**src/hw/rtl/wrrs_pkg.sv**
```systemverilog
// Shared types and constants of the weighted round-robin splitter.
package wrrs_pkg;

    localparam int MODE_W      = 2;
    localparam int MASK_W      = 8;
    localparam int BRANCH_W    = 3;
    localparam int COUNT_W     = 8;
    localparam int BCOUNT_W    = 4;
    localparam int LANE_W      = 8;
    localparam int WEIGHTS_W   = 64;
    localparam int CFG_INDEX_W = 2;

    typedef enum logic [MODE_W-1:0] {
        MODE_NONE        = 2'd0,
        MODE_DUPLICATE   = 2'd1,
        MODE_ROUND_ROBIN = 2'd2,
        MODE_WEIGHTED    = 2'd3
    } t_mode;

    localparam logic [CFG_INDEX_W-1:0] CFG_SPLIT_MODE     = 2'd0;
    localparam logic [CFG_INDEX_W-1:0] CFG_BRANCH_COUNT   = 2'd1;
    localparam logic [CFG_INDEX_W-1:0] CFG_BRANCH_WEIGHTS = 2'd2;

    typedef struct packed {
        logic full;
        logic empty;
    } t_queue_status;

endpackage

```
**src/hw/rtl/wrrs_queue.sv**
```systemverilog
// Short word queue between the routing front and the result port.
module wrrs_queue #(
    parameter int WIDTH = 40,
    parameter int DEPTH = 4
) (
    input  logic                           i_clk,
    input  logic                           i_rst_n,
    input  logic                           i_wr_en,
    input  logic [WIDTH-1:0]               i_wr_data,
    input  logic                           i_rd_en,
    output logic [WIDTH-1:0]               o_rd_data,
    output wrrs_pkg::t_queue_status        o_status
);
    import wrrs_pkg::*;

    localparam int AW = (DEPTH > 1) ? $clog2(DEPTH) : 1;
    localparam int CW = $clog2(DEPTH + 1);
    localparam logic [AW-1:0] LAST  = AW'(DEPTH - 1);
    localparam logic [CW-1:0] FULLC = CW'(DEPTH);

    logic [WIDTH-1:0] r_mem [DEPTH];
    logic [AW-1:0]    r_wr_ptr;
    logic [AW-1:0]    r_rd_ptr;
    logic [CW-1:0]    r_count;
    logic             wr_fire;
    logic             rd_fire;

    assign o_status.full  = (r_count == FULLC);
    assign o_status.empty = (r_count == '0);
    assign wr_fire        = i_wr_en && !o_status.full;
    assign rd_fire        = i_rd_en && !o_status.empty;
    assign o_rd_data      = r_mem[r_rd_ptr];

    always_ff @(posedge i_clk) begin
        if (wr_fire) begin
            r_mem[r_wr_ptr] <= i_wr_data;
        end
    end

    always_ff @(posedge i_clk) begin
        if (!i_rst_n) begin
            r_wr_ptr <= '0;
            r_rd_ptr <= '0;
            r_count  <= '0;
        end else begin
            if (wr_fire) begin
                r_wr_ptr <= (r_wr_ptr == LAST) ? '0 : r_wr_ptr + 1'b1;
            end
            if (rd_fire) begin
                r_rd_ptr <= (r_rd_ptr == LAST) ? '0 : r_rd_ptr + 1'b1;
            end
            if (wr_fire && !rd_fire) begin
                r_count <= r_count + 1'b1;
            end else if (rd_fire && !wr_fire) begin
                r_count <= r_count - 1'b1;
            end
        end
    end

endmodule

```
**src/hw/rtl/wrrs_front.sv**
```systemverilog
// Configuration registers and branch selection for each accepted word.
module wrrs_front #(
    parameter int DATA_WIDTH   = 32,
    parameter int MAX_BRANCHES = 8,
    parameter int WEIGHT_WIDTH = 8
) (
    input  logic                              i_clk,
    input  logic                              i_rst_n,
    input  logic                              i_cfg_we,
    input  logic [wrrs_pkg::CFG_INDEX_W-1:0]  i_cfg_index,
    input  logic [wrrs_pkg::WEIGHTS_W-1:0]    i_cfg_data,
    input  logic                              i_push,
    input  logic [DATA_WIDTH-1:0]             i_data_word,
    input  wrrs_pkg::t_queue_status           i_status,
    output logic                              o_wr_en,
    output logic [wrrs_pkg::MASK_W-1:0]       o_wr_mask,
    output logic [DATA_WIDTH-1:0]             o_wr_word
);
    import wrrs_pkg::*;

    localparam logic [BCOUNT_W-1:0] MAX_N = BCOUNT_W'(MAX_BRANCHES);
    localparam logic [LANE_W-1:0]   WMASK = LANE_W'((9'd1 << WEIGHT_WIDTH) - 9'd1);

    t_mode                r_split_mode;
    logic [BCOUNT_W-1:0]  r_branch_count;
    logic [WEIGHTS_W-1:0] r_branch_weights;
    logic [BRANCH_W-1:0]  r_cur;
    logic [COUNT_W-1:0]   r_wib;
    logic [BRANCH_W-1:0]  n_cur;
    logic [COUNT_W-1:0]   n_wib;

    logic [BCOUNT_W-1:0]  active_n;
    logic                 ptr_out;
    logic [BRANCH_W-1:0]  cur_eff;
    logic [COUNT_W-1:0]   wib_eff;
    logic [LANE_W-1:0]    weight [MASK_W];
    logic [MASK_W-1:0]    nz;
    logic                 found_hi;
    logic                 found_lo;
    logic [BRANCH_W-1:0]  idx_hi;
    logic [BRANCH_W-1:0]  idx_lo;
    logic                 found;
    logic [BRANCH_W-1:0]  found_idx;
    logic                 exhausted;
    logic [BRANCH_W-1:0]  target;
    logic [BCOUNT_W-1:0]  target_inc;
    logic [BRANCH_W-1:0]  next_t;
    logic [COUNT_W-1:0]   wib_inc;
    logic                 emit;
    logic [MASK_W-1:0]    mask;
    logic                 fire;

    always_comb begin
        if (r_branch_count == '0) begin
            active_n = BCOUNT_W'(1);
        end else if (r_branch_count > MAX_N) begin
            active_n = MAX_N;
        end else begin
            active_n = r_branch_count;
        end
    end

    assign ptr_out = ({1'b0, r_cur} >= active_n);
    assign cur_eff = ptr_out ? '0 : r_cur;
    assign wib_eff = ptr_out ? '0 : r_wib;

    always_comb begin
        for (int k = 0; k < MASK_W; k++) begin
            weight[k] = r_branch_weights[k*LANE_W +: LANE_W] & WMASK;
            nz[k]     = (weight[k] != '0) && (BCOUNT_W'(k) < active_n);
        end
    end

    always_comb begin
        found_hi = 1'b0;
        found_lo = 1'b0;
        idx_hi   = '0;
        idx_lo   = '0;
        for (int k = MASK_W - 1; k >= 0; k--) begin
            if (nz[k] && (BRANCH_W'(k) > cur_eff)) begin
                found_hi = 1'b1;
                idx_hi   = BRANCH_W'(k);
            end
            if (nz[k] && (BRANCH_W'(k) <= cur_eff)) begin
                found_lo = 1'b1;
                idx_lo   = BRANCH_W'(k);
            end
        end
    end

    assign found      = found_hi || found_lo;
    assign found_idx  = found_hi ? idx_hi : idx_lo;
    assign exhausted  = (wib_eff >= weight[cur_eff]);
    assign target     = (r_split_mode == MODE_WEIGHTED && exhausted) ? found_idx : cur_eff;
    assign target_inc = {1'b0, target} + BCOUNT_W'(1);
    assign next_t     = (target_inc >= active_n) ? '0 : target_inc[BRANCH_W-1:0];
    assign wib_inc    = (exhausted ? '0 : wib_eff) + COUNT_W'(1);

    always_comb begin
        emit  = 1'b0;
        mask  = '0;
        n_cur = r_cur;
        n_wib = r_wib;
        unique case (r_split_mode)
            MODE_NONE: begin
            end
            MODE_DUPLICATE: begin
                emit = 1'b1;
                mask = MASK_W'((9'd1 << active_n) - 9'd1);
            end
            MODE_ROUND_ROBIN: begin
                emit  = 1'b1;
                mask  = MASK_W'(1) << target;
                n_cur = next_t;
                n_wib = '0;
            end
            MODE_WEIGHTED: begin
                if (exhausted && !found) begin
                    n_cur = cur_eff;
                    n_wib = wib_eff;
                end else begin
                    emit = 1'b1;
                    mask = MASK_W'(1) << target;
                    if (wib_inc >= weight[target]) begin
                        n_cur = next_t;
                        n_wib = '0;
                    end else begin
                        n_cur = target;
                        n_wib = wib_inc;
                    end
                end
            end
        endcase
    end

    assign fire      = i_push && !i_status.full;
    assign o_wr_en   = fire && emit;
    assign o_wr_mask = mask;
    assign o_wr_word = i_data_word;

    always_ff @(posedge i_clk) begin
        if (!i_rst_n) begin
            r_split_mode     <= MODE_NONE;
            r_branch_count   <= BCOUNT_W'(1);
            r_branch_weights <= '0;
            r_cur            <= '0;
            r_wib            <= '0;
        end else begin
            if (i_cfg_we) begin
                unique case (i_cfg_index)
                    CFG_SPLIT_MODE:     r_split_mode     <= t_mode'(i_cfg_data[MODE_W-1:0]);
                    CFG_BRANCH_COUNT:   r_branch_count   <= i_cfg_data[BCOUNT_W-1:0];
                    CFG_BRANCH_WEIGHTS: r_branch_weights <= i_cfg_data;
                    default: begin
                    end
                endcase
            end
            if (fire) begin
                r_cur <= n_cur;
                r_wib <= n_wib;
            end
        end
    end

endmodule

```
**src/hw/rtl/weighted_round_robin_splitter.sv**
```systemverilog
// Top level of the weighted round-robin splitter: routing front and result queue.
// A routed word is queued and reaches the result ports after earlier words are popped.
// Throughput: one word per cycle while not full; the branch search is combinational.
// Dropped words leave nothing in the queue.
// Reset selects mode none with one branch and zero weights, clears the routing position
// and empties the queue.
module weighted_round_robin_splitter #(
    parameter int DATA_WIDTH   = 32,
    parameter int MAX_BRANCHES = 8,
    parameter int WEIGHT_WIDTH = 8,
    parameter int QUEUE_DEPTH  = 4
) (
    input  logic                              i_clk,
    input  logic                              i_rst_n,
    input  logic                              i_cfg_we,
    input  logic [wrrs_pkg::CFG_INDEX_W-1:0]  i_cfg_index,
    input  logic [wrrs_pkg::WEIGHTS_W-1:0]    i_cfg_data,
    input  logic                              push,
    output logic                              full,
    input  logic [DATA_WIDTH-1:0]             i_data_word,
    output logic                              empty,
    input  logic                              pop,
    output logic [wrrs_pkg::MASK_W-1:0]       o_branch_mask,
    output logic [DATA_WIDTH-1:0]             o_routed_word
);
    import wrrs_pkg::*;

    localparam int QW = MASK_W + DATA_WIDTH;

    t_queue_status         q_status;
    logic                  wr_en;
    logic [MASK_W-1:0]     wr_mask;
    logic [DATA_WIDTH-1:0] wr_word;
    logic [QW-1:0]         rd_data;

    wrrs_front #(
        .DATA_WIDTH   (DATA_WIDTH),
        .MAX_BRANCHES (MAX_BRANCHES),
        .WEIGHT_WIDTH (WEIGHT_WIDTH)
    ) u_front (
        .i_clk       (i_clk),
        .i_rst_n     (i_rst_n),
        .i_cfg_we    (i_cfg_we),
        .i_cfg_index (i_cfg_index),
        .i_cfg_data  (i_cfg_data),
        .i_push      (push),
        .i_data_word (i_data_word),
        .i_status    (q_status),
        .o_wr_en     (wr_en),
        .o_wr_mask   (wr_mask),
        .o_wr_word   (wr_word)
    );

    wrrs_queue #(
        .WIDTH (QW),
        .DEPTH (QUEUE_DEPTH)
    ) u_queue (
        .i_clk     (i_clk),
        .i_rst_n   (i_rst_n),
        .i_wr_en   (wr_en),
        .i_wr_data ({wr_mask, wr_word}),
        .i_rd_en   (pop),
        .o_rd_data (rd_data),
        .o_status  (q_status)
    );

    assign full          = q_status.full;
    assign empty         = q_status.empty;
    assign o_branch_mask = rd_data[QW-1:DATA_WIDTH];
    assign o_routed_word = rd_data[DATA_WIDTH-1:0];

    a_reset_empties: assert property (@(posedge i_clk) !i_rst_n |=> empty)
        else $error("Queue not empty after reset.");

    a_full_not_empty: assert property (@(posedge i_clk) disable iff (!i_rst_n)
        full |-> !empty)
        else $error("Queue reports full and empty together.");

    a_mask_nonzero: assert property (@(posedge i_clk) disable iff (!i_rst_n)
        !empty |-> (o_branch_mask != '0))
        else $error("Waiting word has no target branch.");

    a_empty_fills: assert property (@(posedge i_clk) disable iff (!i_rst_n)
        (empty && wr_en) |=> !empty)
        else $error("Routed word did not reach the queue.");

endmodule
```
**config.mk**
```make
export PLATFORM = sky130hd
export DESIGN_NAME = weighted_round_robin_splitter
export DESIGN_NICKNAME = d
export VERILOG_FILES = /design/src/hw/rtl/wrrs_pkg.sv /design/src/hw/rtl/wrrs_queue.sv /design/src/hw/rtl/wrrs_front.sv /design/src/hw/rtl/weighted_round_robin_splitter.sv
export SDC_FILE = /design/constraint.sdc
export NUM_CORES = 1
export LEC_CHECK = 0
export BUFFER_PORTS_ARGS = -buffer_cell sky130_fd_sc_hd__buf_2
export CORE_MARGIN = 2
export CORE_UTILIZATION = 35
export CTS_CLUSTER_DIAMETER = 200
export DETAILED_ROUTE_END_ITERATION = 8
export GPL_ROUTABILITY_DRIVEN = 1
export PLACE_DENSITY = 0.56
export SLEW_MARGIN = 20
export SYNTH_ARGS = -nofsm -noshare
export SYNTH_HDL_FRONTEND = slang
export SYNTH_SLANG_ARGS = --single-unit
```
**constraint.sdc**
```tcl
create_clock -name i_clk -period 14.8 [get_ports i_clk]
set_input_delay 2.22 -clock i_clk [delete_from_list [all_inputs] [get_ports i_clk]]
set_output_delay 2.22 -clock i_clk [all_outputs]
set_load 0.05 [all_outputs]
```
== Yosys cells after proc, flatten, opt, wreduce, memory -nomap -nowiden ==
Memories as Yosys holds them, arrays and structs flattened. A register that Yosys moved wholly into a read port is not among the register bits.
Cells that the tools add are included.

* Output and inout port bits: 42
* Word-level logic and storage cells: 179
* Register bits: 88
* Memories kept: 1
* RAM bits: 160
* Bits of input ports: 103

{| class="wikitable"
|+ Memories
! memory !! words !! width !! read ports !! clocked after Yosys merged registers in !! write ports !! RTL line !! RTL
|-
| u_queue.r_mem || 4 || 40 || 1 || 1 || 1 || wrrs_queue.sv:21 || <nowiki>logic [WIDTH-1:0] r_mem [DEPTH];</nowiki>
|}

* Magnitude comparators: 31
* Reductions and logical operators: 56
* Add/subtract/negate cells: 7
* Equal/unequal tests: 8
* Shift-type cells: 2
* Bitwise operators: 2
* Muxes and demuxes: 64

{| class="wikitable"
|+ Operator list
! operator !! count
|-
| 2-to-1 mux 3 bit || 24
|-
| 2-to-1 mux 8 bit || 9
|-
| nonzero test 8 bit || 8
|-
| binary-select mux 8 bit (select 3 bit) || 2
|-
| logical AND 1 bit || 32
|-
| case mux 8 bit (3 select lines) || 1
|-
| 2-to-1 mux 1 bit || 19
|-
| greater-or-equal comparator 8 bit || 2
|-
| less-than comparator 3 x 4 -> 1 bit, first input constant || 4
|-
| case mux 8 bit (2 select lines) || 1
|-
| > comparator 3 bit, first input constant || 4
|-
| less-or-equal comparator 3 bit, first input constant || 4
|-
| == test 2 bit, second input constant || 5
|-
| adder 8 x 1 -> 8 bit, second input constant || 1
|-
| greater-or-equal comparator 4 bit, second input constant || 2
|-
| less-than comparator 1 x 4 -> 1 bit, first input constant || 2
|-
| less-than comparator 2 x 4 -> 1 bit, first input constant || 2
|-
| 2-to-1 mux 2 bit || 4
|-
| 2-to-1 mux 4 bit || 2
|-
| inverter 3 -> 4 bit || 2
|-
| AND reduction 2 bit || 4
|-
| left shift 1 x 3 -> 8 bit, first input constant || 1
|-
| left shift 1 x 4 -> 8 bit, first input constant || 1
|-
| subtractor 8 x 1 -> 8 bit, second input constant || 1
|-
| other kinds (22) || 33
|}

== Logic depth before layout (Yosys ltp) ==
Gate-level depths: netlist of run 1.

* Depth after elaboration: 26
* Mapped depth: 34
* Mapped depth without buffers: 31

== Modules after synthesis ==
A second synthesis of run 1 with hierarchy kept.

* Cells, all modules: 1068
* Area total of the unflattened synthesis: 12443.2 µm²

{| class="wikitable"
|+ Modules (own cells, without submodules)
! module !! area an instance (µm²) !! cells an instance !! sequential area each (µm²) !! times used
|-
| wrrs_queue || 6297.3 || 260 || 4984.8 || 1
|-
| wrrs_front || 6145.9 || 808 || 1621.6 || 1
|}

== Worst setup path after synthesis of run 1 ==
OpenSTA, ideal clock, no wires.

* Path kind: register -> register
* Start point: register u_front.r_branch_count[3]
* End point: register u_front.r_cur[2]
* Data required time: 14.713 ns
* Clock period less this slack: 6.511 ns
* Arrival time: 6.424 ns
* Stages on the path, launching flop included: 33
* Path buffers: 5
* Slack: 8.289 ns
* Setup time: 0.087 ns
* Cell sequence: dfxtp_1 -> buf_2 -> buf_2 -> inv_1 -> nand2_1 -> ha_1 -> o21bai_1 -> and2_1 -> nor2_1 -> clkbuf_1 -> mux2i_1 -> o22ai_1 -> a21oi_1 -> ha_1 -> a21o_1 -> a2111oi_0 -> o21ai_0 -> and2_0 -> clkbuf_1 -> nor2_1 -> ha_1 -> inv_1 -> or3_1 -> xnor2_1 -> nand2_1 -> inv_1 -> ha_1 -> o21ai_0 -> a21oi_1 -> o41a_1 -> clkbuf_1 -> o211a_1 -> o31ai_1

* Word-level cells in the longest chain between the ends: 25
* Elaborated cells between the ends (all ways): 111
* Classes of those cells: add/sub: 2; order compare: 29; mux: 49; bitwise: 2; reduce/logical: 29

{| class="wikitable"
|+ RTL lines
! item !! RTL line !! RTL
|-
| start: declaration || wrrs_front.sv:25 || <nowiki>logic [BCOUNT_W-1:0] r_branch_count;</nowiki>
|-
| start signal: assignment || wrrs_front.sv:152 || <nowiki>CFG_BRANCH_COUNT: r_branch_count <= i_cfg_data[BCOUNT_W-1:0];</nowiki>
|-
| > comparator 4 bit || wrrs_front.sv:56 || <nowiki>end else if (r_branch_count > MAX_N) begin</nowiki>
|-
| 2-to-1 mux 4 bit || wrrs_front.sv:56 ||
|-
| 2-to-1 mux 4 bit (*) || wrrs_front.sv:54 || <nowiki>if (r_branch_count == '0) begin</nowiki>
|-
| greater-or-equal comparator 3 x 4 -> 1 bit || wrrs_front.sv:63 || <nowiki>assign ptr_out = ({1'b0, r_cur} >= active_n);</nowiki>
|-
| 2-to-1 mux 3 bit || wrrs_front.sv:64 || <nowiki>assign cur_eff = ptr_out ? '0 : r_cur;</nowiki>
|-
| less-or-equal comparator 3 bit or > comparator 3 bit (tied branches) || wrrs_front.sv:84, wrrs_front.sv:80 ||
|-
| logical AND 1 bit, on equally long branches || wrrs_front.sv:84, wrrs_front.sv:80 ||
|-
| 2-to-1 mux 3 bit, or another cell as far along (8 in series) || wrrs_front.sv:84 || <nowiki>if (nz[k] && (BRANCH_W'(k) <= cur_eff)) begin</nowiki>
|-
| 2-to-1 mux 3 bit || wrrs_front.sv:92 || <nowiki>assign found_idx = found_hi ? idx_hi : idx_lo;</nowiki>
|-
| 2-to-1 mux 3 bit || wrrs_front.sv:94 || <nowiki>assign target = (r_split_mode == MODE_WEIGHTED && exhausted) ? found_idx : cur_eff;</nowiki>
|-
| inverter 3 -> 4 bit (implied by the code) || wrrs_front.sv:124 || <nowiki>if (wib_inc >= weight[target]) begin</nowiki>
|-
| binary-select mux 8 bit (select 3 bit) || wrrs_front.sv:124 ||
|-
| 2-to-1 mux 8 bit (implied by the code) (2 in series) || wrrs_front.sv:124 ||
|-
| greater-or-equal comparator 8 bit || wrrs_front.sv:124 ||
|-
| 2-to-1 mux 3 bit || wrrs_front.sv:124 ||
|-
| 2-to-1 mux 3 bit || wrrs_front.sv:118 || <nowiki>if (exhausted && !found) begin</nowiki>
|-
| case mux 3 bit (2 select lines) (*) || wrrs_front.sv:104 || <nowiki>unique case (r_split_mode)</nowiki>
|-
| end signal: assignment || wrrs_front.sv:159 || <nowiki>r_cur <= n_cur;</nowiki>
|-
| end: declaration || wrrs_front.sv:27 || <nowiki>logic [BRANCH_W-1:0] r_cur;</nowiki>
|}

Mark *: on every way between the ends. The rest lies on a longest branch, timed or not. The select of a mux whose other input is x is not followed.
A chain may end at the register's enable or synchronous reset.

== Worst setup path after layout of run 1 ==
* Start point: register u_front.r_branch_count[3]
* End point: register u_front.r_wib[0]

* Word-level cells in the longest chain between the ends: 25
* Elaborated cells between the ends (all ways): 108
* Classes of those cells: add/sub: 1; order compare: 28; mux: 48; bitwise: 2; reduce/logical: 29

{| class="wikitable"
|+ RTL lines
! item !! RTL line !! RTL
|-
| > comparator 4 bit || wrrs_front.sv:56 ||
|-
| 2-to-1 mux 4 bit || wrrs_front.sv:56 ||
|-
| 2-to-1 mux 4 bit (*) || wrrs_front.sv:54 ||
|-
| greater-or-equal comparator 3 x 4 -> 1 bit || wrrs_front.sv:63 ||
|-
| 2-to-1 mux 3 bit || wrrs_front.sv:64 ||
|-
| less-or-equal comparator 3 bit or > comparator 3 bit (tied branches) || wrrs_front.sv:84, wrrs_front.sv:80 ||
|-
| logical AND 1 bit, on equally long branches || wrrs_front.sv:84, wrrs_front.sv:80 ||
|-
| 2-to-1 mux 3 bit, or another cell as far along (8 in series) || wrrs_front.sv:84 ||
|-
| 2-to-1 mux 3 bit || wrrs_front.sv:92 ||
|-
| 2-to-1 mux 3 bit || wrrs_front.sv:94 ||
|-
| inverter 3 -> 4 bit (implied by the code) || wrrs_front.sv:124 ||
|-
| binary-select mux 8 bit (select 3 bit) || wrrs_front.sv:124 ||
|-
| 2-to-1 mux 8 bit (implied by the code) (2 in series) || wrrs_front.sv:124 ||
|-
| greater-or-equal comparator 8 bit || wrrs_front.sv:124 ||
|-
| 2-to-1 mux 8 bit || wrrs_front.sv:124 ||
|-
| 2-to-1 mux 8 bit (*) || wrrs_front.sv:118 ||
|-
| case mux 8 bit (2 select lines) (*) || wrrs_front.sv:104 ||
|-
| end signal: assignment || wrrs_front.sv:160 || <nowiki>r_wib <= n_wib;</nowiki>
|-
| end: declaration || wrrs_front.sv:28 || <nowiki>logic [COUNT_W-1:0] r_wib;</nowiki>
|}

Marks and branches as above.

==> metrics.txt, run 1 <==
Post-synth top flop=edfxtp_1; Area contributors post-synth=edfxtp_1 39%, dfxtp_1 15%, mux4_2 7.3%; crit end category=flop; Area Overhead vs Synth=16.81%; initial antenna violation count=0; cells on worst reg2reg path=30; RSZ-0062 raised after global routing=no; Sw Pwr=534.6 uW; Logic pwr share=0.199; Hold-fix buffers, CTS=0; Sinks on Clock Net=250; critical path endpoint=u_front.r_wib[0]; core area=34630 um2; # IOs=approximately 150; sw frac=0.2938; #FFs+latches synth=250; startpoint types=flop; largest net degree at the start of global routing=96; final antenna-violating net count=0; clock power share=0.375; Data required, critical path=between 15000 and 20000 ps; average wire per standard cell=18.74 um; final hold vios=0; H-tree Lvls=1; largest stage delay on the critical path=720 ps; clock root cell=clkbuf_16; Post-Syn Nets=1187; leading cell type in the layout, fill and taps excluded=nand2_1; cts bufs inserted=28; # Max-Cap Violations=0; slowest cell on the critical path=dfxtp_1; Crit Path Max Fanout=34; Total GRT Usage=0.1674; Post-CTS Setup Inserts=0; Hold WS=475.9 ps; DPL Wire Length=~21000 um; CTS tree=yes; post-layout min period=7976 ps; Power Dens Cells=126.2 nW/um2; IO Port Bufs=144; synthesized area=12340 um2; status=finished, final reports clean; RD Place Congestion=just under 0.9; part of the power in registers=0.426; fmax=roughly 0.13 GHz; area fraction of the dominant cell type after synthesis=0.3894; Yosys top cell by area=edfxtp_1; first-pass GRT wire length=48300 um; post_cts resized=0; sequential element share of the synthesized area=0.5354; share of post-route cells with drive strength above 1=0.2230; warnings from Yosys=0; Net count, final=1318; VDD IR-drop max=roughly 0.088 mV; die height=191.8 um; Crit Path Class=flop to flop; Post-Synthesis Cells=1041; drt pass-1 iters=5; final setup fails=0; register-to-register setup slack=6820 ps; clk_lat worst skew=560 ps; RR Startpoint=u_front.r_branch_count[3]; slew of the pin with the lowest slew margin=818.9 ps; syn avg cell area=between 10 and 15 um2; Vias=8696; HP Class=flop to flop; Initial DRC Count=about 630; Max Slew Vio Count=0; die span in x=191.8 um; skew final=11.56 ps; Leak=approximately 0.0052 uW; vias per cell=about 5.3; async set-reset flop share out of synthesis=0; vias in the first global route=between 8000 and 9000; CTS max path bufs=3; Slew headroom=0.4540; routed wire length=30900 um; final period utilization=0.5389; R2R Path End=u_front.r_wib[0]; post-synthesis cell type count=between 70 and 80; Die ar.=36770 um2; Rows=68; internal power=1285 uW; GRT overflow=0; drt drc=0; initial core utilization=0.3563; setup TNS=0 ps; Critical path origin=u_front.r_branch_count[3]; clock transition at the registers of the reported paths=60 ps; most frequent cells in the layout=178 x nand2_1, 160 x edfxtp_1, 144 x buf_2; Post-synth EDFFs=160; CP Data Arrival Time=8460 ps
==> power groups by stage <==
stage | combinational (uW) | clock (uW) | sequential [uW]
final | 362 | 683 | 775
after global routing | 389 | 731 | 777
after CTS | 368 | 702 | 775
after detailed placement | 366 | 0 | 790
after global placement | 365 | 0 | 790
after floorplan | 312 | 0 | 777
==> worst max-delay path: cells and delay by family, from the launching register on <==
| family | cells | cell delay, ps |
|---|---|---|
| flops | 1 | 720 |
| buf+inv | 3 | 1130 |
| simple gates | 7 | 1050 |
| compound gates | 14 | 3620 |
| fa+ha+maj | 3 | 720 |
| mux | 3 | 620 |
==> Yosys cell counts, types with 3 or more instances <==
| cell | number |
|---|---|
| nand2_1 | 178 |
| a211oi_1 | 4 |
| nor2b_1 | 12 |
| nor3b_1 | 4 |
| or2_2 | 3 |
| o22ai_1 | 11 |
| o21ai_2 | 3 |
| buf_4 | 3 |
| nand2b_1 | 9 |
| nor2_1 | 44 |
| a21o_1 | 7 |
| buf_6 | 3 |
| nor4_1 | 14 |
| a32oi_1 | 3 |
| o21ai_0 | 37 |
| nand3_1 | 9 |
| ha_1 | 42 |
| xnor2_1 | 8 |
| or3_1 | 4 |
| a31oi_1 | 6 |
| buf_1 | 7 |
| o21ai_1 | 3 |
| o221ai_1 | 6 |
| nor3_1 | 9 |
| dfxtp_1 | 90 |
| o21a_1 | 5 |
| buf_2 | 7 |
| nand4_1 | 3 |
| and2_1 | 9 |
| a21oi_1 | 28 |
| or4_1 | 4 |
| mux2i_1 | 80 |
| a21boi_0 | 71 |
| a221oi_1 | 4 |
| o211ai_1 | 3 |
| inv_1 | 21 |
| o31ai_1 | 5 |
| mux4_2 | 40 |
| clkbuf_1 | 37 |
| edfxtp_1 | 160 |
==> metrics by stage <==
step	setup slack, ps	instances	utilization	cell area, um2	total power (uW)
floorplan	8289	1041	-	12340	1089
global placement	7077	1597	0.3895	13490	1155
detailed placement	6901	1597	0.3895	13490	1156
CTS	6859	1648	0.4161	14410	1845
global route	6089	1648	0.4161	14410	1897
finish	6824	1649	0.4162	14410	1819
==> logic make-up after synthesis <==
family | count (synthesis) | share of synthesized area
and+or+nand+nor | 314 | 0.1178
DFF | 250 | 0.5354
AOI/OAI and AO/OA | 221 | 0.1269
muxes | 123 | 0.1407
buffers and inverters | 79 | 0.02748
adders and majority gates | 44 | 0.04503
xor gates and xnor gates | 9 | 0.006389
other | 1 | 0.0003039
==> state kept, by name, indices dropped and copies added, names as in the netlist, named ones only <==
register and cells:
u_queue.r_count 3, u_front.r_wib 8, u_queue.r_mem 160, u_front.r_branch_weights 64, u_front.r_split_mode 2, u_queue.r_wr_ptr 2, u_front.r_cur 3, u_queue.r_rd_ptr 2
u_front.r_branch_count 4
==> layout make-up <==
cell class / instances / area [um2]
Multi-Input combinational cell: 712 / 5401
Antenna cell: 1 / 2.502
Fill cell: 3309 / 20220
Clock inverter: 19 / 193.9
Timing Repair Buffer: 158 / 825.8
Inverter: 22 / 82.58
Tap cell: 455 / 569.3
Clock buffer: 32 / 725.7
Sequential cell: 250 / 6611
==> worst min path at each step <==
stage | start | cells past startpoint | slack [ps] | to
after floorplan | u_front.r_wib[6] | 2 | 440 | u_front.r_wib[6]
after global placement | u_front.r_wib[6] | 2 | 470 | u_front.r_wib[6]
after detailed placement | u_front.r_wib[7] | 2 | 470 | u_front.r_wib[7]
after CTS | u_front.r_wib[7] | 2 | 480 | u_front.r_wib[7]
after global routing | u_front.r_wib[7] | 2 | 500 | u_front.r_wib[7]
final | u_front.r_wib[7] | 2 | 480 | u_front.r_wib[7]
==> layer usage <==
metal  track usage  wire (um)  vias up
met5             0          0        -
met4       0.05059        847        0
met3       0.02467       2061       65
met2        0.2778      14370      300
met1        0.2261      13620     4174
li1              -          -     4157
No activity file was read; power rests on OpenSTA's default activity.
==> inputs of run 2 (changes only) <==
- clock period: 14.8 -> 7.6 ns (I/O delays scaled with it)
==> run 2 against run 1 <==
  * Cell area up 1.7%
  * Cell count up 0.79%
  * Flip-flop and latch count unchanged
  * Critical path type unchanged
==> metrics.txt, run 2 (synthesized netlist as in run 1, its figures left out) <==
status=finished, final reports clean; GRT overflow=0; hold path cells=2; largest net degree at the start of global routing=96; initial antenna violation count=0; met3 global-route usage=0.02668; core area=approximately 35000 um2; largest reg by FF count=u_queue.r_mem; clk_lat worst skew=570 ps; startpoint types=flop; final setup fails=0; clock power share=0.393; CTS max path bufs=3; met1 Usage GRT=0.2281; cells on worst reg2reg path=31; Total GRT Usage=0.1701; Crit Path Class=flop to flop; vias in the first global route=8713; Logic pwr share=0.197; leading cell type in the layout, fill and taps excluded=nand2_1; fillers=3254; Levels on crit path=31; most frequent cells in the layout=178 x nand2_1, 160 x edfxtp_1, 144 x buf_2; Vias=8759; die height=191.8 um; Data required, critical path=around 8100 ps; Slew headroom=0.4392; Area Overhead vs Synth=18.78%; part of the power in registers=0.410; DPL Wire Length=~22000 um; clock root cell=clkbuf_16; CP most frequent cell=nor2_1; drt drc=0; final hold vios=0; Post-Layout Cell Count=about 1700; first-pass GRT wire length=49030 um; final antenna-violating net count=0; CP Buf/Inv Count=3; die span in x=191.8 um; Max Slew Vio Count=0; Sinks on Clock Net=250; Sw Pwr=approximately 1100 uW; routed wire length=31480 um; # Max-Cap Violations=0; CP delay by family, top=compound AO/OA/AOI/OAI gates; Leak=roughly 0.0054 uW; Initial DRC Count=569; cts bufs inserted=28; drt pass-1 iters=5; slew of the pin with the lowest slew margin=about 830 ps; Net count, final=~1300; Hold-fix buffers, CTS=0; grt met2 use=0.2863; sw frac=0.2922; H-tree Lvls=1; skew final=15.98 ps; Top Registers=u_queue.r_mem: 160 flops, u_front.r_branch_weights: 64 flops, u_front.r_wib: 8 flops; VDD IR-drop max=0.1657 mV; Top Usage Layer GRT=met2; Power Dens Cells=about 250 nW/um2; setup TNS=0 ps; slowest cell on the critical path=o41a_1; vias per cell=between 5 and 6; post-layout min period=6937 ps; Inst Count DP=1606; clock transition at the registers of the reported paths=60 ps; fmax=0.1441 GHz; # IOs=145; Rows=68; crit end category=flop; internal power=2594 uW; average wire per standard cell=roughly 19 um; largest stage delay on the critical path=530 ps; Largest register FFs=160; share of post-route cells with drive strength above 1=0.2421; CP Data Arrival Time=7440 ps; HP Class=flop to flop; final period utilization=0.9128; RD Place Congestion=0.9421; RSZ-0062 raised after global routing=no; initial core utilization=0.3563; Crit Path Max Fanout=14; Die ar.=36770 um2; CTS tree=yes; IO Port Bufs=144
run 2: cell types whose count changed in the layout (fill, tap and decap cells not counted), moves of 2 or more:
cell / delta
buf_4: +9
clkinv_1: -7
clkbuf_1: -3
clkinv_4: +3
buf_12: +2
clkbuf_8: +2
clkinv_2: +2
run 2: per-stage QoR:
stage	instance area, um2	power [uW]	utilization	hold slack [ps]	setup slack (ps)
finish	14660	3664	0.4232	468.3	662.6
global route	14650	3821	0.4231	494.6	92.23
CTS	14590	3715	0.4213	471.8	416.4
detailed placement	13570	2258	0.3918	462.6	456.7
global placement	13570	2254	0.3918	456.8	614.0
floorplan	12340	2121	-	443.7	1089
run 2: area by class of cell:
type / count / area [um2] / share of cell area
clock inverter: 20 / 252.7 / 0.01725
multi-input combinational: 712 / 5411 / 0.3692
sequential: 250 / 6609 / 0.4510
inverter: 22 / 82.58 / 0.005635
timing repair buffer: 170 / 960.9 / 0.06557
antenna: 1 / 2.502 / 0.0001708
clock buffer: 32 / 767.0 / 0.05234
tap: 455 / 569.3 / 0.03885
run 2: final timing paths:
kind,from,to,slack (ps)
min,u_front.r_wib[7],u_front.r_wib[7],470
max,u_front.r_branch_count[1],u_front.r_wib[0],660
max reg2reg,u_front.r_branch_count[1],u_front.r_wib[0],660
min reg2reg,u_front.r_wib[7],u_front.r_wib[7],470
run 2: power groups by stage:
stage / registers, uW / logic (uW) / clock network, uW
global placement: 1540 / 719 / 0
detailed placement: 1530 / 724 / 0
global route: 1510 / 779 / 1540
floorplan: 1510 / 607 / 0
finish: 1500 / 723 / 1440
CTS: 1510 / 726 / 1480
run 2: what timing repair did:
action	4_1_cts	5_1_grt
buffers inserted	0	2
gates resized for setup	0	3
setup endpoints to repair	0	10
run 2: worst min-delay path: cells and delay by family, from the launching register on:
kind	cells	cell delay (ps)
AO/OA/AOI/OAI	1	60
flip-flops	1	310
AND/OR/NAND/NOR	1	50
run 2: per-layer routing:
metal	wire, um	up-vias	part of all wire
met4	652	0	0.021
met5	0	-	0
li1	-	4180	-
met2	14970	272	0.48
met1	13950	4261	0.44
met3	1906	46	0.061
